$ cat src/hw/rtl/fiff_pkg.sv
`timescale 1ns / 1ps
`default_nettype none

package fiff_pkg;

  localparam int unsigned MAX_INTERVALS = 64;
  localparam int unsigned ADDR_W = 32;
  localparam int unsigned IDX_W = $clog2(MAX_INTERVALS);
  localparam int unsigned CNT_W = IDX_W + 1;

  localparam logic [1:0] ST_OK = 2'd0;
  localparam logic [1:0] ST_NO_FIT = 2'd1;
  localparam logic [1:0] ST_FULL = 2'd2;

  localparam logic KIND_RESERVE = 1'b0;
  localparam logic KIND_QUERY = 1'b1;

  localparam logic [ADDR_W-1:0] POOL_RESET = ADDR_W'(65536);

  typedef enum logic [2:0] {
    S_IDLE,
    S_START,
    S_READ,
    S_EVAL,
    S_SPLIT,
    S_FIN
  } state_t;

  typedef struct packed {
    logic init;
    logic load;
    logic read;
    logic eval;
    logic wr_hi;
    logic emit;
  } ctl_cmd_t;

  typedef struct packed {
    logic init_pend;
    logic is_query;
    logic skip;
    logic walk_done;
    logic hit;
    logic split;
    logic out_busy;
  } dp_stat_t;

endpackage

`default_nettype wire

$ cat src/hw/rtl/fiff_ctrl.sv
`timescale 1ns / 1ps
`default_nettype none

module fiff_ctrl (
  input  wire                 clk,
  input  wire                 rst_n,
  input  wire                 in_valid,
  output logic                in_ready,
  input  fiff_pkg::dp_stat_t  stat,
  output fiff_pkg::ctl_cmd_t  cmd
);
  import fiff_pkg::*;

  state_t state_r, state_nxt;

  always_ff @(posedge clk) begin
    if (!rst_n) begin
      state_r <= S_IDLE;
    end else begin
      state_r <= state_nxt;
    end
  end

  always_comb begin
    state_nxt = state_r;
    cmd = '0;
    in_ready = 1'b0;
    unique case (state_r)
      S_IDLE: begin
        if (stat.init_pend) begin
          cmd.init = 1'b1;
        end else begin
          in_ready = 1'b1;
          if (in_valid) begin
            cmd.load = 1'b1;
            state_nxt = S_START;
          end
        end
      end
      S_START: begin
        if (stat.skip) begin
          state_nxt = S_FIN;
        end else begin
          state_nxt = S_READ;
        end
      end
      S_READ: begin
        if (stat.walk_done) begin
          state_nxt = S_FIN;
        end else begin
          cmd.read = 1'b1;
          state_nxt = S_EVAL;
        end
      end
      S_EVAL: begin
        cmd.eval = 1'b1;
        if (stat.is_query && stat.hit) begin
          state_nxt = S_FIN;
        end else if (!stat.is_query && stat.split) begin
          state_nxt = S_SPLIT;
        end else begin
          state_nxt = S_READ;
        end
      end
      S_SPLIT: begin
        cmd.wr_hi = 1'b1;
        state_nxt = S_READ;
      end
      S_FIN: begin
        if (!stat.out_busy) begin
          cmd.emit = 1'b1;
          state_nxt = S_IDLE;
        end
      end
      default: state_nxt = S_IDLE;
    endcase
  end

endmodule

`default_nettype wire

$ cat config.mk
export PLATFORM = sky130hd
export DESIGN_NAME = fiff_ctrl
export DESIGN_NICKNAME = d
export VERILOG_FILES = /design/src/hw/rtl/fiff_pkg.sv /design/src/hw/rtl/fiff_ctrl.sv
export SDC_FILE = /design/constraint.sdc
export NUM_CORES = 1
export LEC_CHECK = 0
export BUFFER_PORTS_ARGS = -buffer_cell sky130_fd_sc_hd__buf_2
export CAP_MARGIN = 20
export CORE_AREA = 8 8 45 47
export DETAILED_ROUTE_END_ITERATION = 10
export DIE_AREA = 0 0 53 55
export GPL_ROUTABILITY_DRIVEN = 0
export PLACE_DENSITY_LB_ADDON = 0.12
export SETUP_SLACK_MARGIN = 0.02
export SYNTH_ARGS = -nofsm -noshare
export SYNTH_HDL_FRONTEND = slang
export SYNTH_SLANG_ARGS = --single-unit
$ cat constraint.sdc
create_clock -name clk -period 1.27 [get_ports clk]
set_input_delay 0.127 -clock clk [delete_from_list [all_inputs] [get_ports clk]]
set_output_delay 0.127 -clock clk [all_outputs]
set_load 0.01 [all_outputs]
==> impl_metrics.json <==
{
  "critPathLaunchType": "register",
  "core-area_um2": 1384,
  "hp-class": "in2reg",
  "clockRootBuffer": "clkbuf_4",
  "grt_max_degree": 9,
  "finalCritPeriodShare_pct": 98.57,
  "ys_ff_latch": 3,
  "synth_nets": 47,
  "synth_area_per_cell_um2": 8.894,
  "die_x_um": 53,
  "overflow": 0,
  "hpwl_um": 751.6,
  "critPathCaptureType": "output pin",
  "wl_mm": 1.000,
  "synth-edff-count": 0,
  "dp_slack_ns": 0.04126,
  "ys_top_cells_by_area": "dfxtp_1 (18%), buf_6 (6.8%), and3b_1 (5.3%)",
  "fmax_ghz": 0.7988,
  "htree_levels": 1,
  "postRouteAntennaNets": 0,
  "initial_core_util_pct": 23.78,
  "yosys.area.top_type": "dfxtp_1",
  "largest_register": "state_r",
  "grt_pass1_wl_mm": 1.600,
  "final_nets": 73,
  "dieArea_um2": 2915,
  "critical_path_class": "reg2out",
  "antenna_found_initial": 0,
  "synthCells": 37,
  "vias": 374,
  "first_global_vias": 397,
  "leakage_nw": 0.2517,
  "finalHoldViolations": 0,
  "viasPerCell": 4.795,
  "cts_sinks": 3,
  "clock_latency_ns": 0.23,
  "top_regs": "state_r: 3 flops",
  "synth_top_area_share_pct": 18.25,
  "drv_cap": 0,
  "fin_area_um2": 546.8,
  "finalPower_mw": 0.4312,
  "synth_warnings": 0,
  "cts_buffer_depth": 2,
  "fin_skew_ns": 0.002779,
  "cts_tree": "built",
  "syn-cell-area_um2": 329.1,
  "power_per_cell_area_nw_per_um2": 788.7,
  "wl_per_cell_um": 12.82,
  "yosysSeqAreaShare_pct": 18.25,
  "largest_register_ffs": 3,
  "area_delta_synth_final_pct": 66.16,
  "grt_use_total_pct": 7.310,
  "cp_max_fo": 6,
  "status": "finished clean",
  "ir_worst_vdd_uv": 277.4,
  "cts_buffers": 3,
  "drc": 0,
  "utilization_pct": 39.51,
  "firstDrtPassIters": 4,
  "ios": 17,
  "drive_above_1_share_pct": 66.13,
  "cp.arrival_ns": 1.12,
  "fin_crit_ns": 1.252,
  "placementRows": 14,
  "diodes": 0,
  "clk_pin_slew_ns": 0.04,
  "synth_top_flop_cell": "dfxtp_1",
  "slew_viol_final": 0,
  "maxSlewHeadroom_pct": 83.35,
  "cp_data_required_time_ns": 1.14,
  "dpl-instance-area_um2": 439.2,
  "ys_async_sr_fraction_pct": 0,
  "setup_viol": 0,
  "ys_types": 28,
  "dr.first_iter.drc_count": 3,
  "grt_setup_unrepaired": "true",
  "postLayoutSetupSlackWorst_ns": 0.01814,
  "portBuffers": 16,
  "die-height_um": 55,
  "worst-slew-pin-transition_ns": 0.2491
}
-- cell usage after synthesis (all sizes together) (2+ instances only) --
library cell	count
a21o	2
and3b	2
buf	3
dfxtp	3
nand2	2
nand2b	2
nand3b	2
nor4	2
nor4b	2
-- layer usage --
metal / vias up / share of wire [%] / GRT usage (%)
met5: - / 0 / 0
met3: 2 / 8.9 / 1.604
li1: 188 / - / -
met2: 18 / 45 / 11.13
met1: 166 / 45 / 8.472
met4: 0 / 0.80 / 6.466
-- through the flow --
stage                     setup TNS (ns)  hold WS [ns]  std cells
after global placement                 0        0.3901         71
after global routing             -0.1121        0.1467         78
after CTS                              0        0.1270         78
after detailed placement               0        0.3851         71
after floorplan                        0        0.2598         37
final                                  0        0.1328         78
-- cell families after synthesis --
group                  Yosys count  share of synthesized area (%)
multiplexers                     1                          3.042
AND/OR/NAND/NOR                 21                          49.05
AO/OA/AOI/OAI                    8                          20.15
buffers and inverters            4                          9.503
flip-flops                       3                          18.25
-- layout by cell type (no fill, tap or decap), drive strengths merged, types with 2 or more instances in the layout --
master  netlist  final
nand3b        2      2
clkbuf        0      4
nor4          2      2
and3b         2      2
nand2b        2      2
dfxtp         3      3
buf           3     24
a21o          2      2
nor4b         2      2
nand2         2      2
-- cell type report --
type                       count  area, µm²
sequential                     3      71.32
fill                         152      837.1
multi-input combinational     30      267.8
inverter                       1      3.754
tap                           16      20.02
clock buffer                   4      26.28
timing repair buffer          24      157.7
-- final timing paths --
check                                 from          to  slack [ns]  depth (start not counted)
worst max-delay path            state_r[0]      cmd[4]        0.02                          3
worst min-delay path                 rst_n  state_r[1]        0.13                          3
worst max register to register  state_r[1]  state_r[0]        0.09                          4
worst min register to register  state_r[0]  state_r[0]        0.62                          2
-- repair_timing --
action                                  in CTS  in global routing
gates resized for setup                     11                  5
buffers inserted                             3                  0
endpoints found under the setup margin       7                  6
pin swaps                                    3                  1
hold buffers                                 0                  0
gates cloned                                 0                  0
-- where the power goes --
part	internal (mW)	switching (mW)
Clock	0.118	0.0504
Sequential	0.0993	0.0119
Combinational	0.0857	0.0661
Total	0.303	0.128
-- critical path, cell delays in order, from the launching register on --
cell     delay [ns]
dfxtp_4        0.36
buf_6          0.13
nor4_2         0.24
buf_2          0.17
Power figures use the tool's default switching activity.
